===== src/design/depth_background_foreground_defines.svh =====
// Assertion macros shared by the depth background/foreground design.
`ifndef DEPTH_BACKGROUND_FOREGROUND_DEFINES_SVH
`define DEPTH_BACKGROUND_FOREGROUND_DEFINES_SVH

// Same-cycle implication, checked on aclk, off while aresetn is low.
`define DBF_ASSERT_SAME(label, ante, cons, msg) \
    label: assert property (@(posedge aclk) disable iff (!aresetn) (ante) |-> (cons)) \
        else $error(msg);

// Next-cycle implication, checked on aclk, off while aresetn is low.
`define DBF_ASSERT_NEXT(label, ante, cons, msg) \
    label: assert property (@(posedge aclk) disable iff (!aresetn) (ante) |=> (cons)) \
        else $error(msg);

`endif


===== src/design/dbf_pkg.sv =====
// Package with types and constants of the depth background/foreground block.
`default_nettype none
package dbf_pkg;

    typedef enum logic [1:0] {
        MODE_CLEAR  = 2'd0,
        MODE_LEARN  = 2'd1,
        MODE_ACTIVE = 2'd2,
        MODE_CHANGE = 2'd3
    } mode_t;

    localparam int DEPTH_W  = 16;
    localparam int MASK_W   = 8;
    localparam int DIM_W    = 10;
    localparam int CUT_W    = 13;
    localparam int OFF_W    = 9;
    localparam int RNG_W    = 13;
    localparam int CFG_IDX_W  = 3;
    localparam int CFG_DATA_W = 13;

    localparam logic [CFG_IDX_W-1:0] REG_MODE   = 3'd0;
    localparam logic [CFG_IDX_W-1:0] REG_WIDTH  = 3'd1;
    localparam logic [CFG_IDX_W-1:0] REG_HEIGHT = 3'd2;
    localparam logic [CFG_IDX_W-1:0] REG_CUTOFF = 3'd3;
    localparam logic [CFG_IDX_W-1:0] REG_OFFSET = 3'd4;
    localparam logic [CFG_IDX_W-1:0] REG_RANGE  = 3'd5;

    localparam logic [DIM_W-1:0]   RST_WIDTH  = 10'd512;
    localparam logic [DIM_W-1:0]   RST_HEIGHT = 10'd424;
    localparam logic [CUT_W-1:0]   RST_CUTOFF = 13'd4000;
    localparam logic [OFF_W-1:0]   RST_OFFSET = 9'd10;
    localparam logic [RNG_W-1:0]   RST_RANGE  = 13'd1000;

    localparam logic [MASK_W-1:0]  MASK_THRESHOLD = 8'd128;
    localparam logic [DEPTH_W-1:0] BG_CLEARED     = 16'hFFFF;

endpackage
`default_nettype wire


===== src/design/dbf_pixel_eval.sv =====
// Per-pixel background update and foreground decision for all four modes.
`default_nettype none
module dbf_pixel_eval
    import dbf_pkg::*;
(
    input  wire mode_t              mode,
    input  wire logic [DEPTH_W-1:0] depth,
    input  wire logic [MASK_W-1:0]  mask_level,
    input  wire logic [DEPTH_W-1:0] bg_old,
    input  wire logic [CUT_W-1:0]   near_cutoff,
    input  wire logic [OFF_W-1:0]   bg_offset,
    input  wire logic [RNG_W-1:0]   range_depth,
    output logic      [DEPTH_W-1:0] bg_new,
    output logic                    foreground
);

    logic signed [19:0] d_s;
    logic signed [19:0] bg_s;
    logic signed [19:0] cut_s;
    logic signed [19:0] off_s;
    logic signed [19:0] thr_hi;
    logic signed [19:0] thr_lo;
    logic signed [19:0] diff;
    logic signed [19:0] diff_abs;
    logic               valid_depth;

    assign d_s    = $signed({4'b0, depth});
    assign bg_s   = $signed({4'b0, bg_old});
    assign cut_s  = $signed({7'b0, near_cutoff});
    assign off_s  = $signed({11'b0, bg_offset});
    assign thr_hi = bg_s - off_s;
    assign thr_lo = thr_hi - $signed({7'b0, range_depth});
    assign diff   = d_s - bg_s;
    assign diff_abs = diff[19] ? -diff : diff;
    assign valid_depth = d_s > cut_s;

    always_comb begin
        bg_new     = bg_old;
        foreground = 1'b0;
        case (mode)
            MODE_CLEAR: begin
                bg_new = BG_CLEARED;
            end
            MODE_LEARN: begin
                if (valid_depth && d_s < bg_s) begin
                    bg_new = depth;
                end
            end
            MODE_ACTIVE: begin
                foreground = (d_s < thr_hi) && (d_s > thr_lo) && valid_depth
                             && (mask_level > MASK_THRESHOLD);
            end
            MODE_CHANGE: begin
                foreground = diff_abs >= off_s;
            end
            default: begin
                bg_new = bg_old;
            end
        endcase
    end

endmodule
`default_nettype wire


===== config.mk =====
export PLATFORM = sky130hd
export DESIGN_NAME = dbf_pixel_eval
export DESIGN_NICKNAME = d
export VERILOG_FILES = /design/src/design/depth_background_foreground_defines.svh /design/src/design/dbf_pkg.sv /design/src/design/dbf_pixel_eval.sv
export SDC_FILE = /design/constraint.sdc
export NUM_CORES = 1
export LEC_CHECK = 0
export ABC_AREA = 1
export BUFFER_PORTS_ARGS = -buffer_cell sky130_fd_sc_hd__buf_2
export CORE_MARGIN = 2
export CORE_UTILIZATION = 35
export DETAILED_ROUTE_END_ITERATION = 16
export MAX_ROUTING_LAYER = met4
export PLACE_DENSITY = 0.58
export SETUP_SLACK_MARGIN = 0.4
export SLEW_MARGIN = 20
export SYNTH_ARGS = -nofsm -noshare
export SYNTH_HDL_FRONTEND = slang
export SYNTH_SLANG_ARGS = --single-unit

===== constraint.sdc =====
create_clock -name vclk -period 10.87
set_clock_uncertainty 0.05 [all_clocks]
set_input_delay 2.174 -clock vclk [all_inputs]
set_output_delay 2.174 -clock vclk [all_outputs]
set_load 0.05 [all_outputs]

==> reports/summary.txt, run 1 <==
Area leader, netlist: ha_1
Hold-fix buffers, CTS: 0
Core area: 12600 sq um
Post-cts resize count: 0
Internal power: 0.000149 W
Worst hold path depth: 4
Fin nets: 1051
1st-iter DRT viols: 315
Slowest stage cell on the critical path: fa_1
Switching pwr: 0.000259 W
DR top layer: met4
Die Ht: 118 microns
RSZ-0062 raised after global routing: no
Seq pwr share: 0%
Clock buffer count: 0
WP data arrival: 7.05 ns
DRT Pass-1 Iters: 4
Avg Cell Area, Syn: 5.74 sq um
Least-Margin Pin Slew: 0.766 ns
Mapped Nets: 958
Slew Viols, Final: 0
Max FO, Critical Path: 5
Wire per inst: 13.1 microns
Setup TNS: 0 ns
Synth top area share: 25.5%
Met3 WL: 770 microns
Register area: 0 sq um
Filler instances: 1482
Final period util: 85.3%
Top cells by count, synth: 196 x nand2_1, 148 x inv_1, 92 x ha_1
Vias in the first global route: 4851
Normalized max-slew margin: 48.5%
Setup violators final: 0
CP Data Required Time: 8.65 ns
Via Count: 5123
Most instantiated library cell after synthesis: nand2_1
Final Critical Period: 9.27 ns
Synth cell types: 40
Met2 Routed Length: 5620 microns
All-layer global routing usage: 20.6%
Top post-synthesis cells by area: ha_1 26%, nand2_1 16%, inv_1 12%, nand3_1 6.0%, a21oi_1 5.9%
Yosys warning total: 0
First-pass GRT wire length: 23400 microns
FFs & Latches: 0
WL final: 13700 microns
Row count: 41
Fin util: 41.0%
Crit-path max cell delay: 0.40 ns
FMAX: 108 MHz
Worst hold path type: in -> out
Initial antenna violation count: 0
# IOs: 94
Setup bufs post-CTS: 0
Gr ovfl total: 0
Post-DP HPWL: 12100 microns
# DRC: 0
Area growth syn-to-layout: 14.7%
Routed Antenna Nets: 0
Sw Ratio: 63.5%
CP Launch Type: input port
Largest net degree at the start of global routing: 19
Port Buf Inserts: 94
Power density cells: 78.7 nW/um^2
Endpoints failing hold: 0
Initial Utilization: 35.8%
Die Span X: 118 microns
Combinational share of power: 100.0%
M1 WL: 7180 microns
Maximum VDD drop: 0.0272 mV
CP endpoint kind: output pin
Cell mode on critical path: nand2_1
DIE AREA: 13800 sq um
Leakage power: 3.01 nW
Vias per cell: 4.88
Register area share after synthesis: 0%
N_diodes: 0
Outcome: finished, final reports clean
Critical path class: in -> out
Layout cells sized above 1: 15.5%
Mapped Cells: 786
Global placement routability congestion: 0.915
Max Cap Viol: 0
Clock power frac: 0%
Syn Std Cell Area: 4510 sq um
[cells by family after synthesis]
family / Yosys count / synth area share [%]
compound gates: 119 / 15.2
xor+xnor: 32 / 6.21
buf+inv: 157 / 13.3
fa+ha+maj: 95 / 26.8
simple gates: 383 / 38.4
[routing by layer]
metal,vias to the layer above,GRT usage (%)
li1,2772,-
met1,2184,30.6
met2,156,31.5
met3,11,1.02
met4,0,2.41
met5,-,-
[worst max-delay path: cells and delay by family]
kind / cells / cell delay [ns]
and+or+nand+nor: 17 / 1.66
adders and majority gates: 4 / 1.28
AOI/OAI and AO/OA: 6 / 1.03
buffers and inverters: 7 / 0.67
xor gates and xnor gates: 1 / 0.21
[area by class of cell]
class	instances	area, sq um	share of cell area [%]
inverter	154	578	11.2
multi-input combinational	629	3910	75.6
tap	172	215	4.16
timing repair buffer	94	470	9.09
[through the flow]
stage	setup slack, ns	hold slack (ns)	std cells	area [sq um]	power, W
2_1_floorplan	2.54	4.58	786	4510	0.000306
3_3_place_gp	1.69	4.76	1049	5170	0.000405
3_5_place_dp	1.60	4.76	1049	5170	0.000404
4_1_cts	1.58	4.76	1049	5170	0.000407
5_1_grt	1.02	4.79	1049	5170	0.000470
6_report	1.60	4.76	1049	5170	0.000407
[power by group through the flow]
| stage | clock network, W | registers, W | logic (W) |
|---|---|---|---|
| floorplan | 0 | 0 | 0.000306 |
| global placement | 0 | 0 | 0.000405 |
| detailed placement | 0 | 0 | 0.000404 |
| CTS | 0 | 0 | 0.000407 |
| global route | 0 | 0 | 0.000470 |
| finish | 0 | 0 | 0.000407 |
[path summary, 6_finish.rpt]
kind                  startpoint    endpoint  slack (ns)
worst max-delay path   bg_old[0]  foreground        1.60
worst min-delay path    depth[0]   bg_new[0]        4.76
[cells in the final DEF, fill, tap and decap left out]
| master | synthesis | final |
|---|---|---|
| a211oi_1 | 3 | 3 |
| a21boi_0 | 1 | 1 |
| a21boi_1 | 1 | 1 |
| a21o_1 | 4 | 4 |
| a21oi_1 | 53 | 53 |
| a21oi_2 | 4 | 4 |
| a221oi_1 | 1 | 1 |
| a31o_2 | 1 | 1 |
| a41oi_1 | 1 | 1 |
| and2_1 | 2 | 2 |
| and3_1 | 1 | 1 |
| buf_2 | 1 | 94 |
| clkinv_1 | 1 | 1 |
| fa_1 | 3 | 3 |
| ha_1 | 92 | 92 |
| inv_1 | 148 | 148 |
| inv_2 | 5 | 5 |
| nand2_1 | 196 | 196 |
| nand2_2 | 20 | 20 |
| nand3_1 | 54 | 54 |
| nand3_2 | 4 | 4 |
| nand3_4 | 1 | 1 |
| nand3b_1 | 4 | 4 |
| nand4_1 | 18 | 18 |
| nor2_1 | 54 | 54 |
| nor2_2 | 3 | 3 |
| nor2_4 | 4 | 4 |
| nor3_1 | 17 | 17 |
| nor3b_1 | 1 | 1 |
| nor4_1 | 4 | 4 |
| o2111ai_1 | 2 | 2 |
| o211ai_1 | 10 | 10 |
| o21a_1 | 1 | 1 |
| o21ai_0 | 34 | 34 |
| o21bai_1 | 2 | 2 |
| o22ai_1 | 1 | 1 |
| xnor2_1 | 7 | 7 |
| xor2_1 | 25 | 25 |
Power figures use the tool's default switching activity.
==> run 2: changes to the inputs <==
--- a/config.mk
+++ b/config.mk
@@ -7,11 +7,11 @@
 export LEC_CHECK = 0
 export ABC_AREA = 1
 export BUFFER_PORTS_ARGS = -buffer_cell sky130_fd_sc_hd__buf_2
-export CORE_MARGIN = 2
-export CORE_UTILIZATION = 35
+export CORE_MARGIN = 1.5
+export CORE_UTILIZATION = 55
 export DETAILED_ROUTE_END_ITERATION = 16
 export MAX_ROUTING_LAYER = met4
-export PLACE_DENSITY = 0.58
+export PLACE_DENSITY = 0.83
 export SETUP_SLACK_MARGIN = 0.4
 export SLEW_MARGIN = 20
 export SYNTH_ARGS = -nofsm -noshare
==> run 2 against run 1 <==
  * First-iteration DRC count grew 16%
  * Via count grew 3.8%
  * Clock-buffer cell count is the same
  * Flip-flop and latch count is the same
  * Utilization grew 24 points
  * Global-route usage grew 11 points
  * Wire length shrank 2.4%
  * Die area shrank 37%
  * Non-clock buffer count is the same
  * Worst setup slack gained 0.019 ns
  * Critical path depth is the same
  * Fmax grew 0.20%
  * Critical path type unchanged
  * Largest power group unchanged
==> reports/summary.txt, run 2 (synthesized netlist as in run 1, its figures left out) <==
Initial antenna violation count: 0
Clock buffer count: 0
Post-cts resize count: 0
Initial Utilization: 57.5%
FMAX: 108 MHz
Outcome: finished, final reports clean
Bufs and invs on worst path: 7
DIE AREA: 8760 sq um
# IOs: 94
Global placement routability congestion: 1.02
Largest net degree at the start of global routing: 19
Most common cell after layout, fill and taps aside: nand2_1
Crit path max-delay family: simple AND/OR/NAND/NOR gates
Vias in the first global route: 4962
Endpoints failing hold: 0
Met3 Use GR: 2.76%
Placement Cell Area: 5090 sq um
Worst hold path depth: 4
Core area: 7850 sq um
Gr busiest metal: met2
CP Data Required Time: 8.65 ns
Port Buf Inserts: 94
Most frequent cells in the layout: 196 x nand2_1, 148 x inv_1, 94 x buf_2
Die Span X: 93.6 microns
Via Count: 5318
CP endpoint kind: output pin
Setup TNS: 0 ns
Wire per inst: 13.7 microns
Filler instances: 781
Critical path class: in -> out
Max Cap Viol: 0
Die Ht: 93.6 microns
Power density cells: 81.2 nW/um^2
Routed Antenna Nets: 0
# DRC: 0
N_diodes: 0
GR Util met1: 42.3%
Vias per cell: 5.43
Slowest stage cell on the critical path: o21ai_0
Met2 Use GR: 54.2%
Hold-fix buffers, CTS: 0
WL final: 13400 microns
Footprint of the multi-input gates: 3910 sq um
All-layer global routing usage: 32.0%
Area growth syn-to-layout: 12.7%
Fin nets: 1051
FFs & Latches: 0
Normalized max-slew margin: 54.3%
Final Critical Period: 9.25 ns
Leakage power: 3.01 nW
DRT Pass-1 Iters: 5
Crit-path max cell delay: 0.42 ns
Hold Path End: bg_new[15]
1st-iter DRT viols: 366
WP data arrival: 7.03 ns
Gr ovfl total: 0
RSZ-0062 raised after global routing: no
Slew Viols, Final: 0
Least-Margin Pin Slew: 0.679 ns
Setup violators final: 0
Cell mode on critical path: nand2_1
Power Total: 0.000413 W
Post-DP HPWL: 11700 microns
First-pass GRT wire length: 22400 microns
Layout cells sized above 1: 15.5%
Register area: 0 sq um
Max FO, Critical Path: 5
Hold path start: bg_old[15]
Setup bufs post-CTS: 0
Final period util: 85.1%
CP Launch Type: input port
Cell area after layout: 5090 sq um
Row count: 32
Maximum VDD drop: 0.0464 mV
Worst hold path type: in -> out
run 2: cell counts in the layout (fill, tap and decap cells not counted):
Identical to the previous run, type by type.
run 2: worst max path at each step:
stage | from | to | depth (start not counted)
3_3_place_gp | bg_old[0] | foreground | 35
2_1_floorplan | bg_old[0] | foreground | 33
3_5_place_dp | bg_old[0] | foreground | 35
4_1_cts | bg_old[0] | foreground | 35
5_1_grt | bg_old[0] | foreground | 35
6_report | bg_old[0] | foreground | 35
run 2: layer usage:
metal | vias to the layer above | routed length, microns
met2 | 208 | 5810
met1 | 2319 | 6440
met3 | 24 | 928
met4 | 0 | 242
li1 | 2767 | -
met5 | - | 0
run 2: power by group:
group / switching [W] / internal (W)
registers: 0 / 0
clock network: 0 / 0
logic: 0.000263 / 0.000150
run 2: worst min-delay path: cells and delay by family:
kind | cells | cell delay, ns
buffers and inverters | 2 | 0.32
AND/OR/NAND/NOR | 2 | 0.14
run 2: per-stage QoR:
stage / hold slack, ns / setup slack, ns / utilization (%) / cells
final: 4.76 / 1.62 / 64.8 / 979
after global routing: 4.78 / 1.07 / 64.8 / 979
after CTS: 4.76 / 1.73 / 64.8 / 979
after detailed placement: 4.76 / 1.76 / 64.8 / 979
after global placement: 4.76 / 1.96 / 64.8 / 979
after floorplan: 4.58 / 2.54 / - / 786
run 2: final cells by class:
class | count | share of cell area [%]
multi-input cells | 629 | 76.9
well taps | 102 | 2.51
inverters | 154 | 11.4
repair buffers | 94 | 9.25
