## src/design/depth_background_foreground_defines.svh

```systemverilog
// Assertion macros shared by the depth background/foreground design.
`ifndef DEPTH_BACKGROUND_FOREGROUND_DEFINES_SVH
`define DEPTH_BACKGROUND_FOREGROUND_DEFINES_SVH

// Same-cycle implication, checked on aclk, off while aresetn is low.
`define DBF_ASSERT_SAME(label, ante, cons, msg) \
    label: assert property (@(posedge aclk) disable iff (!aresetn) (ante) |-> (cons)) \
        else $error(msg);

// Next-cycle implication, checked on aclk, off while aresetn is low.
`define DBF_ASSERT_NEXT(label, ante, cons, msg) \
    label: assert property (@(posedge aclk) disable iff (!aresetn) (ante) |=> (cons)) \
        else $error(msg);

`endif

```

## src/design/dbf_pkg.sv

```systemverilog
// Package with types and constants of the depth background/foreground block.
`default_nettype none
package dbf_pkg;

    typedef enum logic [1:0] {
        MODE_CLEAR  = 2'd0,
        MODE_LEARN  = 2'd1,
        MODE_ACTIVE = 2'd2,
        MODE_CHANGE = 2'd3
    } mode_t;

    localparam int DEPTH_W  = 16;
    localparam int MASK_W   = 8;
    localparam int DIM_W    = 10;
    localparam int CUT_W    = 13;
    localparam int OFF_W    = 9;
    localparam int RNG_W    = 13;
    localparam int CFG_IDX_W  = 3;
    localparam int CFG_DATA_W = 13;

    localparam logic [CFG_IDX_W-1:0] REG_MODE   = 3'd0;
    localparam logic [CFG_IDX_W-1:0] REG_WIDTH  = 3'd1;
    localparam logic [CFG_IDX_W-1:0] REG_HEIGHT = 3'd2;
    localparam logic [CFG_IDX_W-1:0] REG_CUTOFF = 3'd3;
    localparam logic [CFG_IDX_W-1:0] REG_OFFSET = 3'd4;
    localparam logic [CFG_IDX_W-1:0] REG_RANGE  = 3'd5;

    localparam logic [DIM_W-1:0]   RST_WIDTH  = 10'd512;
    localparam logic [DIM_W-1:0]   RST_HEIGHT = 10'd424;
    localparam logic [CUT_W-1:0]   RST_CUTOFF = 13'd4000;
    localparam logic [OFF_W-1:0]   RST_OFFSET = 9'd10;
    localparam logic [RNG_W-1:0]   RST_RANGE  = 13'd1000;

    localparam logic [MASK_W-1:0]  MASK_THRESHOLD = 8'd128;
    localparam logic [DEPTH_W-1:0] BG_CLEARED     = 16'hFFFF;

endpackage
`default_nettype wire

```

## src/design/dbf_frame_ctr.sv

```systemverilog
// Pixel address counter with frame size clamping, wrap and frame start resync.
`default_nettype none
module dbf_frame_ctr
    import dbf_pkg::*;
#(
    parameter int MAX_WIDTH  = 512,
    parameter int MAX_HEIGHT = 512,
    parameter int AW         = 18
) (
    input  wire logic             aclk,
    input  wire logic             aresetn,
    input  wire logic [DIM_W-1:0] cfg_width,
    input  wire logic [DIM_W-1:0] cfg_height,
    input  wire logic             advance,
    input  wire logic             frame_start,
    output logic      [AW-1:0]    pix_addr,
    output logic                  pix_last
);

    localparam int CW    = $clog2(MAX_WIDTH + 1);
    localparam int CH    = $clog2(MAX_HEIGHT + 1);
    localparam int DEPTH = MAX_WIDTH * MAX_HEIGHT;
    localparam int SW    = $clog2(DEPTH + 1);

    logic [CW-1:0] w_clamp;
    logic [CH-1:0] h_clamp;
    logic [SW-1:0] frame_size;
    logic [AW-1:0] addr_sel;
    logic [AW-1:0] cnt_reg;
    logic [AW-1:0] cnt_next;

    always_comb begin
        if (cfg_width == '0) begin
            w_clamp = CW'(1);
        end else if (int'(cfg_width) > MAX_WIDTH) begin
            w_clamp = CW'(MAX_WIDTH);
        end else begin
            w_clamp = CW'(cfg_width);
        end
        if (cfg_height == '0) begin
            h_clamp = CH'(1);
        end else if (int'(cfg_height) > MAX_HEIGHT) begin
            h_clamp = CH'(MAX_HEIGHT);
        end else begin
            h_clamp = CH'(cfg_height);
        end
    end

    assign frame_size = SW'(w_clamp) * SW'(h_clamp);

    // A counter left beyond a shrunken frame restarts at the first pixel.
    always_comb begin
        addr_sel = frame_start ? '0 : cnt_reg;
        if (SW'(addr_sel) >= frame_size) begin
            pix_addr = '0;
        end else begin
            pix_addr = addr_sel;
        end
        pix_last = (SW'(pix_addr) == frame_size - SW'(1));
        cnt_next = pix_last ? '0 : pix_addr + AW'(1);
    end

    always_ff @(posedge aclk) begin
        if (!aresetn) begin
            cnt_reg <= '0;
        end else if (advance) begin
            cnt_reg <= cnt_next;
        end
    end

endmodule
`default_nettype wire

```

## config.mk

```make
export PLATFORM = sky130hd
export DESIGN_NAME = dbf_frame_ctr
export DESIGN_NICKNAME = d
export VERILOG_FILES = /design/src/design/depth_background_foreground_defines.svh /design/src/design/dbf_pkg.sv /design/src/design/dbf_frame_ctr.sv
export SDC_FILE = /design/constraint.sdc
export NUM_CORES = 1
export LEC_CHECK = 0
export BUFFER_PORTS_ARGS = -buffer_cell sky130_fd_sc_hd__clkbuf_2
export CORE_MARGIN = 1
export CORE_UTILIZATION = 62
export CTS_CLUSTER_SIZE = 20
export DETAILED_ROUTE_END_ITERATION = 7
export PLACE_DENSITY = 0.82
export SYNTH_ARGS = -nofsm -noshare
export SYNTH_HDL_FRONTEND = slang
export SYNTH_SLANG_ARGS = --single-unit
```

## constraint.sdc

```tcl
create_clock -name aclk -period 26.1 [get_ports aclk]
set_input_delay 1.305 -clock aclk [delete_from_list [all_inputs] [get_ports aclk]]
set_output_delay 1.305 -clock aclk [all_outputs]
set_load 0.01 [all_outputs]
```

==> results of run 1 <==
-- critical path: stages --
cell and delay [ns]:
clkbuf_2 0.23, clkinv_1 0.41, nand2_1 0.43, nor2_1 0.13, fa_1 0.54, inv_1 0.05
fa_1 0.48, inv_1 0.05, fa_1 0.50, fa_1 0.52, fa_1 0.49, ha_1 0.42
nor2b_1 0.19, and3_1 0.18, a222oi_1 0.77, ha_1 0.25, nand3_1 0.12, a211o_1 0.28
a31o_2 0.25, a2111oi_0 0.37, mux2i_1 0.18, a211oi_2 0.47, or2_2 0.45, o21ai_0 0.18
o211ai_1 0.14, nand3_1 0.12, nor3_1 0.23, clkbuf_2 0.17
-- metal layers --
layer	share of wire, %	GRT usage, %
met1	46	51.5
met2	43	48.9
met3	10	7.21
met4	0.76	2.34
met5	0	0
-- per-stage QoR --
stage,area [um^2],utilization (%),hold WS [ns],cells,setup slack (ns)
after floorplan,6080,-,0.440,769,16.30
after global placement,6300,67.2,0.479,912,15.17
after detailed placement,6300,67.2,0.508,912,14.99
after CTS,6350,67.8,0.518,916,14.97
after global routing,6350,67.8,0.542,916,14.40
final,6350,67.8,0.512,916,14.86
-- power groups by stage --
| stage | logic, mW | clock network, mW | registers (mW) |
|---|---|---|---|
| after CTS | 0.151 | 0.0237 | 0.0278 |
| after global placement | 0.146 | 0 | 0.0284 |
| after global routing | 0.169 | 0.0243 | 0.0278 |
| final | 0.153 | 0.0237 | 0.0278 |
| after floorplan | 0.119 | 0 | 0.0283 |
| after detailed placement | 0.149 | 0 | 0.0284 |
-- final timing paths --
kind                startpoint           to  slack, ns  cells past startpoint
setup / recovery  cfg_width[9]     pix_last      14.86                     28
hold / removal     cnt_reg[16]  cnt_reg[16]       0.51                      2
setup reg to reg    cnt_reg[8]  cnt_reg[14]      21.26                     19
hold reg to reg    cnt_reg[16]  cnt_reg[16]       0.51                      2
-- cells by family (layout without fill, tap and decap cells) --
family / Yosys count / in the layout / synth area share, %
flip-flops: 18 / 18 / 5.93
AND/OR/NAND/NOR: 336 / 336 / 27.9
XOR/XNOR: 35 / 35 / 5.52
AO/OA/AOI/OAI: 145 / 145 / 18.5
multiplexers: 4 / 4 / 0.700
adder cells (fa/ha/maj): 131 / 131 / 34.5
buffers and inverters: 100 / 118 / 6.88
-- synth_stat cells, types with 4 or more instances --
cell      count
dfxtp_1      18
nor3b_1       4
nor2b_1      32
nor4_1        6
nand4_1       9
a211oi_1     10
buf_2         4
ha_1         70
and3_1       11
xor2_1       14
o22ai_1       7
or3_1         5
and2_1       16
nor2_1       97
or2_2        10
fa_1         61
o21a_1        7
nand2b_1      9
clkbuf_1     17
nand2_1      74
o21ai_0      22
xnor2_1      19
nor3_1       22
o211ai_1      5
a21oi_1      19
a21o_1        9
nand3_1      22
a31o_2        4
inv_1        70
-- layout make-up --
type,instances,area [um^2]
multi-input combinational,651,5300
fill,841,3020
sequential,18,360
inverter,72,270
timing repair buffer,42,210
tap,129,161
clock buffer,4,55.1
==> flow_metrics.py, run 1 <==
metrics = {
    "cts": {
        "cts_setup_buffers": 0,
        "cts_resized": 0,
        "cts.reportedPaths.clkPinSlew_ns": 0.07,
        "cts.htree.levels": 1,
        "clk_latency_ns": 0.26,
        "cts_buffers": 3,
        "cts.sinks": 18,
        "clockBufferDepth": 2,
        "cts_tree": "done",
        "ctsHoldBuffers": 0,
        "clockRootBuffer": "clkbuf_8",
    },
    "floorplanning": {
        "coreArea_um2": 9370,
        "die_w_um": 101,
        "start_util_pct": 64.8,
        "ioPinCount": 43,
        "row_count": 35,
        "die_area_um2": 10200,
        "die_h_um": 101,
    },
    "yosys": {
        "yosys.cell_types.count": 90,
        "syn_nets": 924,
        "avgSynthCellArea_um2": 7.90,
        "yosys.area.top_type": "fa_1",
        "synthTopCellsByArea": "fa_1 (20%), ha_1 (14%), nor2_1 (6.0%)",
        "synth_area_um2": 6080,
        "synth_top_flop_cell": "dfxtp_1",
        "synth_top_area_share_pct": 20.1,
        "synthArstFlopShare_pct": 0,
        "ys_seq_area_share_pct": 5.93,
        "syn_inst": 769,
        "ys_seq_elements": 18,
        "synth_edf_count": 0,
        "ys_warn_count": 0,
    },
    "placement": {
        "port_buffers": 42,
        "dp_hpwl_um": 14100,
        "gp_congestion": 0.965,
    },
    "grt": {
        "grt_pass1_wl_um": 26500,
        "grt_pass1_vias": 5253,
        "grtUsageTotal_pct": 33.2,
        "grt_antenna_before_repair": 0,
        "grt_start_max_net_pins": 22,
        "overflow": 0,
    },
    "power": {
        "p_int_mw": 0.0993,
        "sw_frac_of_total_pct": 51.5,
        "p_clk_share_pct": 11.6,
        "p_leak_nw": 3.05,
        "power.net_switching_mw": 0.106,
        "seqPwrFrac_pct": 13.6,
        "powerDensity_nw_per_um2": 32.2,
        "pwr-share-comb_pct": 74.9,
        "total_power_mw": 0.205,
        "ir_worst_vdd_mv": 0.0238,
    },
    "critical_path": {
        "crit_path_start_kind": "primary input",
        "crit_path_max_fanout": 16,
        "worstSetupPathType": "in2out",
        "worst-endpoint-required_ns": 24.79,
        "end_kind": "output port",
        "worstPathArrival_ns": 9.93,
    },
    "sta": {
        "min_period_ns": 11.24,
        "relSlewSlack_pct": 42.7,
        "setup_viol": 0,
        "hold_viol": 0,
        "max_freq_ghz": 0.0890,
        "worst_pin_slew_ns": 0.860,
        "drv_slew": 0,
        "grt_setup_unrepaired": "false",
        "tns_ns": 0,
        "final.period_utilization_pct": 43.1,
        "finClkSkew_ns": 0.00840,
    },
    "finish": {
        "drive_above_1_share_pct": 10.2,
        "mostFrequentLayoutCells": "nor2_1 (97), nand2_1 (74), inv_1 (70), ha_1 (70), fa_1 (61)",
        "nets": 943,
        "num_antenna_cells": 0,
        "syn_to_final_growth_pct": 4.59,
        "largest_register_ffs": 18,
        "final_common_cell": "nor2_1",
    },
    "route": {
        "wire_per_inst_um": 18.6,
        "ant_nets": 0,
        "drt-total-wl_um": 17100,
        "vias": 5860,
        "drt_pass1_iterations": 6,
        "vias_per_cell": 6.40,
        "drtIter0Drc": 616,
        "drc": 0,
    },
    "status": {
        "outcome": "finished clean",
    },
    "worst_hold_path": {
        "min_path_type": "reg2reg",
    },
    "flow_run": {
        "maxCapViolCount": 0,
    },
}
Note: power is estimated with default switching activity, not from simulation.
==> run 2: changes to the inputs <==
--- a/config.mk
+++ b/config.mk
@@ -7,10 +7,10 @@
 export LEC_CHECK = 0
 export BUFFER_PORTS_ARGS = -buffer_cell sky130_fd_sc_hd__clkbuf_2
 export CORE_MARGIN = 1
-export CORE_UTILIZATION = 62
+export CORE_UTILIZATION = 58
 export CTS_CLUSTER_SIZE = 20
 export DETAILED_ROUTE_END_ITERATION = 7
-export PLACE_DENSITY = 0.82
+export PLACE_DENSITY = 0.8
 export SYNTH_ARGS = -nofsm -noshare
 export SYNTH_HDL_FRONTEND = slang
 export SYNTH_SLANG_ARGS = --single-unit
==> constraint.sdc (replaced) <==
create_clock -name aclk -period 9.2 [get_ports aclk]
set_input_delay 0.46 -clock aclk [delete_from_list [all_inputs] [get_ports aclk]]
set_output_delay 0.46 -clock aclk [all_outputs]
set_load 0.01 [all_outputs]
==> run 2 against run 1 <==
  * Register-to-register slack worse by 17 ns
  * Setup slack got worse by 14 ns
  * Critical path depth grew 4
  * Global-route usage shrank 0.85 points
  * Design area increased by 3.2%
  * Largest power group unchanged
  * Final cell count up 2.6%
  * Sequential share of layout area decreased by 0.17 points
  * Core utilization decreased by 2.0 points
==> flow_metrics.py, run 2 (synthesis gave the netlist of run 1 again) <==
metrics = {
    "finish": {
        "fin_area_um2": 6560,
        "nets": 963,
        "multi_input_area_um2": 5330,
        "final_common_cell": "nor2_1",
        "fin_cells": 940,
        "regArea_um2": 360,
        "nFillCells": 887,
        "syn_to_final_growth_pct": 7.89,
        "num_antenna_cells": 0,
        "largest_register_ffs": 18,
        "mostFrequentLayoutCells": "nor2_1 (97), ha_1 (70), inv_1 (69), nand2_1 (68), fa_1 (61)",
        "drive_above_1_share_pct": 13.5,
    },
    "sta": {
        "worst_hold_slack_ns": 0.494,
        "hold_viol": 0,
        "drv_slew": 0,
        "min_period_ns": 8.69,
        "worst_pin_slew_ns": 0.630,
        "final.period_utilization_pct": 94.4,
        "max_freq_ghz": 0.115,
        "setup_viol": 0,
        "grt_setup_unrepaired": "false",
        "tns_ns": 0,
        "finClkSkew_ns": 0.00137,
        "relSlewSlack_pct": 57.9,
    },
    "route": {
        "drtIter0Drc": 510,
        "drt-total-wl_um": 17400,
        "dr_wl_met2_um": 7520,
        "wl_met3_um": 1980,
        "maxUsedRoutingLayer": "met4",
        "drc": 0,
        "drt_pass1_iterations": 6,
        "wire_per_inst_um": 18.5,
        "vias": 6053,
        "met1_length_um": 7580,
        "vias_per_cell": 6.44,
        "ant_nets": 0,
    },
    "floorplanning": {
        "row_count": 36,
        "start_util_pct": 61.0,
        "die_area_um2": 10900,
        "coreArea_um2": 9950,
        "ioPinCount": 43,
        "die_h_um": 104,
        "die_w_um": 104,
    },
    "grt": {
        "overflow": 0,
        "grt_antenna_before_repair": 0,
        "grt_start_max_net_pins": 22,
        "grt_pass1_wl_um": 28700,
        "grt_pass1_vias": 5806,
        "grtUsageTotal_pct": 32.4,
    },
    "power": {
        "ir_worst_vdd_mv": 0.0983,
        "p_leak_nw": 3.15,
        "powerDensity_nw_per_um2": 90.6,
    },
    "critical_path": {
        "startpoint": "cfg_width[9]",
        "rr_endpoint": "cnt_reg[14]",
        "crit_buf_inv": 9,
        "cp_slowest_cell": "fa_1",
        "crit_path_start_kind": "primary input",
        "crit_path_max_fanout": 12,
        "cpPeakStageDelay_ns": 0.55,
        "end_kind": "output port",
        "r2r-start": "cnt_reg[8]",
        "critPathTopFamily": "adder cells",
        "worstSetupPathType": "in2out",
        "critical_path_depth": 32,
        "worstPathArrival_ns": 8.23,
        "worst-endpoint-required_ns": 8.74,
        "crit_top_cell": "fa_1",
        "crit_path_end": "pix_last",
        "reg2reg_slack_ns": 4.74,
        "r2r_cells": 19,
    },
    "cts": {
        "cts.sinks": 18,
        "clk_latency_ns": 0.26,
        "clockBufferDepth": 2,
        "clockRootBuffer": "clkbuf_8",
        "ctsHoldBuffers": 0,
        "cts_buffers": 3,
        "cts_tree": "done",
        "cts.htree.levels": 1,
        "cts.reportedPaths.clkPinSlew_ns": 0.07,
    },
    "status": {
        "outcome": "finished clean",
    },
    "placement": {
        "place_area_um2": 6440,
        "dp.cells": 934,
        "port_buffers": 42,
        "dp_hpwl_um": 14700,
        "gp_congestion": 0.995,
    },
    "flow_run": {
        "maxCapViolCount": 0,
    },
    "worst_hold_path": {
        "min_path_type": "reg2reg",
    },
}
[run 2: changes by cell type in the layout (fill, tap and decap cells not counted)]
cell,delta
a211oi_1,-1
a211oi_2,+1
buf_4,+19
clkbuf_2,-1
clkbuf_4,+1
clkinv_1,-1
clkinvlp_4,+3
inv_1,-1
nand2_1,-6
nand2_2,+3
nand2_4,+3
o21ai_0,-1
o21ai_1,+1
[run 2: worst min-delay path, stage by stage (launching register included)]
cell     delay [ns]
dfxtp_1        0.33
nand2_1        0.06
o21ai_0        0.06
[run 2: final cells by class]
cell class | count | share of cell area (%)
Multi-Input combinational cell | 651 | 81.4
Sequential cell | 18 | 5.50
Timing Repair Buffer | 61 | 5.42
Inverter | 72 | 4.24
Timing Repair inverter | 1 | 0.115
Tap cell | 133 | 2.54
Clock buffer | 4 | 0.840
[run 2: worst min path at each step]
stage | startpoint | endpoint | cells after the start
finish | cnt_reg[16] | cnt_reg[16] | 2
global route | cnt_reg[16] | cnt_reg[16] | 2
CTS | cnt_reg[16] | cnt_reg[16] | 2
detailed placement | cnt_reg[16] | cnt_reg[16] | 2
global placement | cnt_reg[16] | cnt_reg[16] | 2
floorplan | cnt_reg[16] | cnt_reg[16] | 2
[run 2: metal layers]
| layer | GRT usage [%] | vias to the layer above |
|---|---|---|
| met5 | 0 | - |
| met1 | 47.0 | 2914 |
| li1 | - | 2765 |
| met2 | 48.5 | 337 |
| met4 | 7.65 | 0 |
| met3 | 7.21 | 37 |
[run 2: power breakdown]
part	internal (mW)	total (mW)	leakage [nW]	switching, mW
combinational	0.175	0.449	2.98	0.274
clock	0.0381	0.0658	0.0288	0.0277
sequential	0.0784	0.0788	0.145	0.000379
[run 2: stage by stage]
stage	power (mW)	worst slack, ns	utilization [%]
after floorplan	0.417	0.678	-
after global placement	0.506	0.328	64.7
after detailed placement	0.516	0.177	64.7
after CTS	0.586	0.277	65.2
after global routing	0.644	0.0122	65.8
final	0.594	0.514	65.8
[run 2: what timing repair did]
item,4_1_cts,5_1_grt
setup endpoints to repair,0,19
resized for setup,0,16
buffers inserted,0,1
==> run 3: changes to the inputs <==
--- a/config.mk
+++ b/config.mk
@@ -6,11 +6,13 @@
 export NUM_CORES = 1
 export LEC_CHECK = 0
 export BUFFER_PORTS_ARGS = -buffer_cell sky130_fd_sc_hd__clkbuf_2
+export CELL_PAD_IN_SITES_DETAIL_PLACEMENT = 2
+export CELL_PAD_IN_SITES_GLOBAL_PLACEMENT = 2
 export CORE_MARGIN = 1
-export CORE_UTILIZATION = 58
+export CORE_UTILIZATION = 34
 export CTS_CLUSTER_SIZE = 20
 export DETAILED_ROUTE_END_ITERATION = 7
-export PLACE_DENSITY = 0.8
+export PLACE_DENSITY_LB_ADDON = 0.12
 export SYNTH_ARGS = -nofsm -noshare
 export SYNTH_HDL_FRONTEND = slang
 export SYNTH_SLANG_ARGS = --single-unit
==> run 3 against run 2 <==
  * Via count down 0.31%
  * Die area up 69%
  * Combinational power is 8.7% higher
  * Clock power rose by 58%
  * Largest power group unchanged
==> flow_metrics.py, run 3 (synthesis gave the netlist of run 1 again) <==
metrics = {
    "sta": {
        "min_period_ns": 8.94,
        "drv_slew": 0,
        "setup_viol": 0,
        "final.period_utilization_pct": 97.2,
        "finClkSkew_ns": 0.00379,
        "worst_hold_slack_ns": 0.494,
        "layout_setup_ws_ns": 0.255,
        "relSlewSlack_pct": 50.2,
        "hold_viol": 0,
        "tns_ns": 0,
        "max_freq_ghz": 0.112,
        "worst_pin_slew_ns": 0.747,
    },
    "critical_path": {
        "worst-endpoint-required_ns": 8.74,
        "end_kind": "output port",
        "crit_path_max_fanout": 9,
        "crit_top_cell": "fa_1",
        "crit_path_start_kind": "primary input",
        "worstSetupPathType": "in2out",
        "cp_slowest_cell": "fa_1",
        "cpPeakStageDelay_ns": 0.55,
        "worstPathArrival_ns": 8.48,
    },
    "grt": {
        "overflow": 0,
        "grt_pass1_wl_um": 35600,
        "use_met3_pct": 2.17,
        "grt_antenna_before_repair": 0,
        "grtUsageTotal_pct": 24.9,
        "grt_pass1_vias": 6484,
        "grt_start_max_net_pins": 22,
        "top_usage_layer": "met2",
        "use_met2_pct": 39.6,
        "use_met1_pct": 37.5,
    },
    "placement": {
        "place_ws_ns": -0.358,
        "port_buffers": 42,
        "dp_hpwl_um": 19400,
        "gp_congestion": 0.926,
    },
    "floorplanning": {
        "die_h_um": 136,
        "ioPinCount": 43,
        "row_count": 48,
        "die_w_um": 136,
        "coreArea_um2": 17400,
        "start_util_pct": 35.0,
        "die_area_um2": 18400,
    },
    "route": {
        "wire_per_inst_um": 21.8,
        "drc": 0,
        "vias_per_cell": 5.74,
        "drtIter0Drc": 287,
        "drt_pass1_iterations": 5,
        "vias": 6034,
        "ant_nets": 0,
        "drt-total-wl_um": 22900,
    },
    "finish": {
        "final_common_cell": "nor2_1",
        "largest_register_ffs": 18,
        "regArea_um2": 360,
        "multi_input_area_um2": 5380,
        "nets": 982,
        "mostFrequentLayoutCells": "nor2_1 (95), inv_1 (69), nand2_1 (67), ha_1 (67), fa_1 (61)",
        "drive_above_1_share_pct": 16.7,
        "nFillCells": 1981,
        "syn_to_final_growth_pct": 13.6,
        "num_antenna_cells": 0,
    },
    "power": {
        "powerDensity_nw_per_um2": 97.3,
        "ir_worst_vdd_mv": 0.0598,
        "p_clk_share_pct": 15.5,
        "p_leak_nw": 3.25,
        "p_int_mw": 0.334,
        "sw_frac_of_total_pct": 50.3,
        "seqPwrFrac_pct": 11.8,
        "power.net_switching_mw": 0.337,
        "pwr-share-comb_pct": 72.7,
    },
    "cts": {
        "cts.reportedPaths.clkPinSlew_ns": 0.06,
        "cts.sinks": 18,
        "clockBufferDepth": 2,
        "clockRootBuffer": "clkbuf_16",
        "cts.htree.levels": 1,
        "clk_latency_ns": 0.26,
        "cts_buffers": 3,
        "cts_tree": "done",
    },
    "flow_run": {
        "maxCapViolCount": 0,
    },
    "status": {
        "outcome": "finished clean",
    },
    "worst_hold_path": {
        "min_path_type": "reg2reg",
    },
}
run 3: what timing repair did:
item | in CTS | in global routing
endpoints found under the setup margin | 3 | 19
hold endpoints to repair | 0 | 0
setup buffers | 0 | 7
hold buffers | 0 | 0
gates resized for setup | 4 | 25
pin swaps | 1 | 4
gates cloned | 0 | 1
run 3: critical path: cells and delay by family:
kind	cells	cell delay (ns)
compound gates	6	1.71
xor+xnor	1	0.22
fa+ha+maj	7	3.03
buf+inv	5	0.71
mux	1	0.27
simple gates	10	2.07
run 3: power by group through the flow:
stage               Combinational [mW]  Clock, mW  Sequential (mW)
floorplan                        0.337          0           0.0804
global route                     0.535      0.109           0.0789
global placement                 0.451          0           0.0806
detailed placement               0.469          0           0.0807
finish                           0.488      0.104           0.0789
CTS                              0.474      0.105           0.0789
run 3: routing by layer:
| metal | part of all wire [%] | vias to the layer above |
|---|---|---|
| li1 | - | 2803 |
| met5 | 0 | - |
| met1 | 51 | 3138 |
| met3 | 2.8 | 10 |
| met4 | 0.46 | 0 |
| met2 | 46 | 83 |
run 3: path summary, 6_finish.rpt:
check        depth (start not counted)  slack [ns]           to    startpoint
max                                 30        0.26     pix_last  cfg_width[6]
min                                  2        0.49  cnt_reg[16]   cnt_reg[16]
max reg2reg                         20        4.50  cnt_reg[14]    cnt_reg[8]
min reg2reg                          2        0.49  cnt_reg[16]   cnt_reg[16]
run 3: final cells by class:
class                      instances  share of cell area (%)
multi-input combinational        651                    77.9
timing repair buffer              80                    7.42
sequential                        18                    5.22
tap                              225                    4.08
inverter                          72                    4.01
clock buffer                       4                    1.29
timing repair inverter             1                  0.0725
run 3: metrics by stage:
| step | area, um^2 | util [%] | instances | total power [mW] |
|---|---|---|---|---|
| floorplan | 6080 | - | 769 | 0.417 |
| global placement | 6670 | 38.4 | 1039 | 0.532 |
| detailed placement | 6670 | 38.4 | 1039 | 0.550 |
| CTS | 6770 | 39.0 | 1043 | 0.658 |
| global route | 6900 | 39.8 | 1051 | 0.724 |
| finish | 6900 | 39.8 | 1051 | 0.671 |
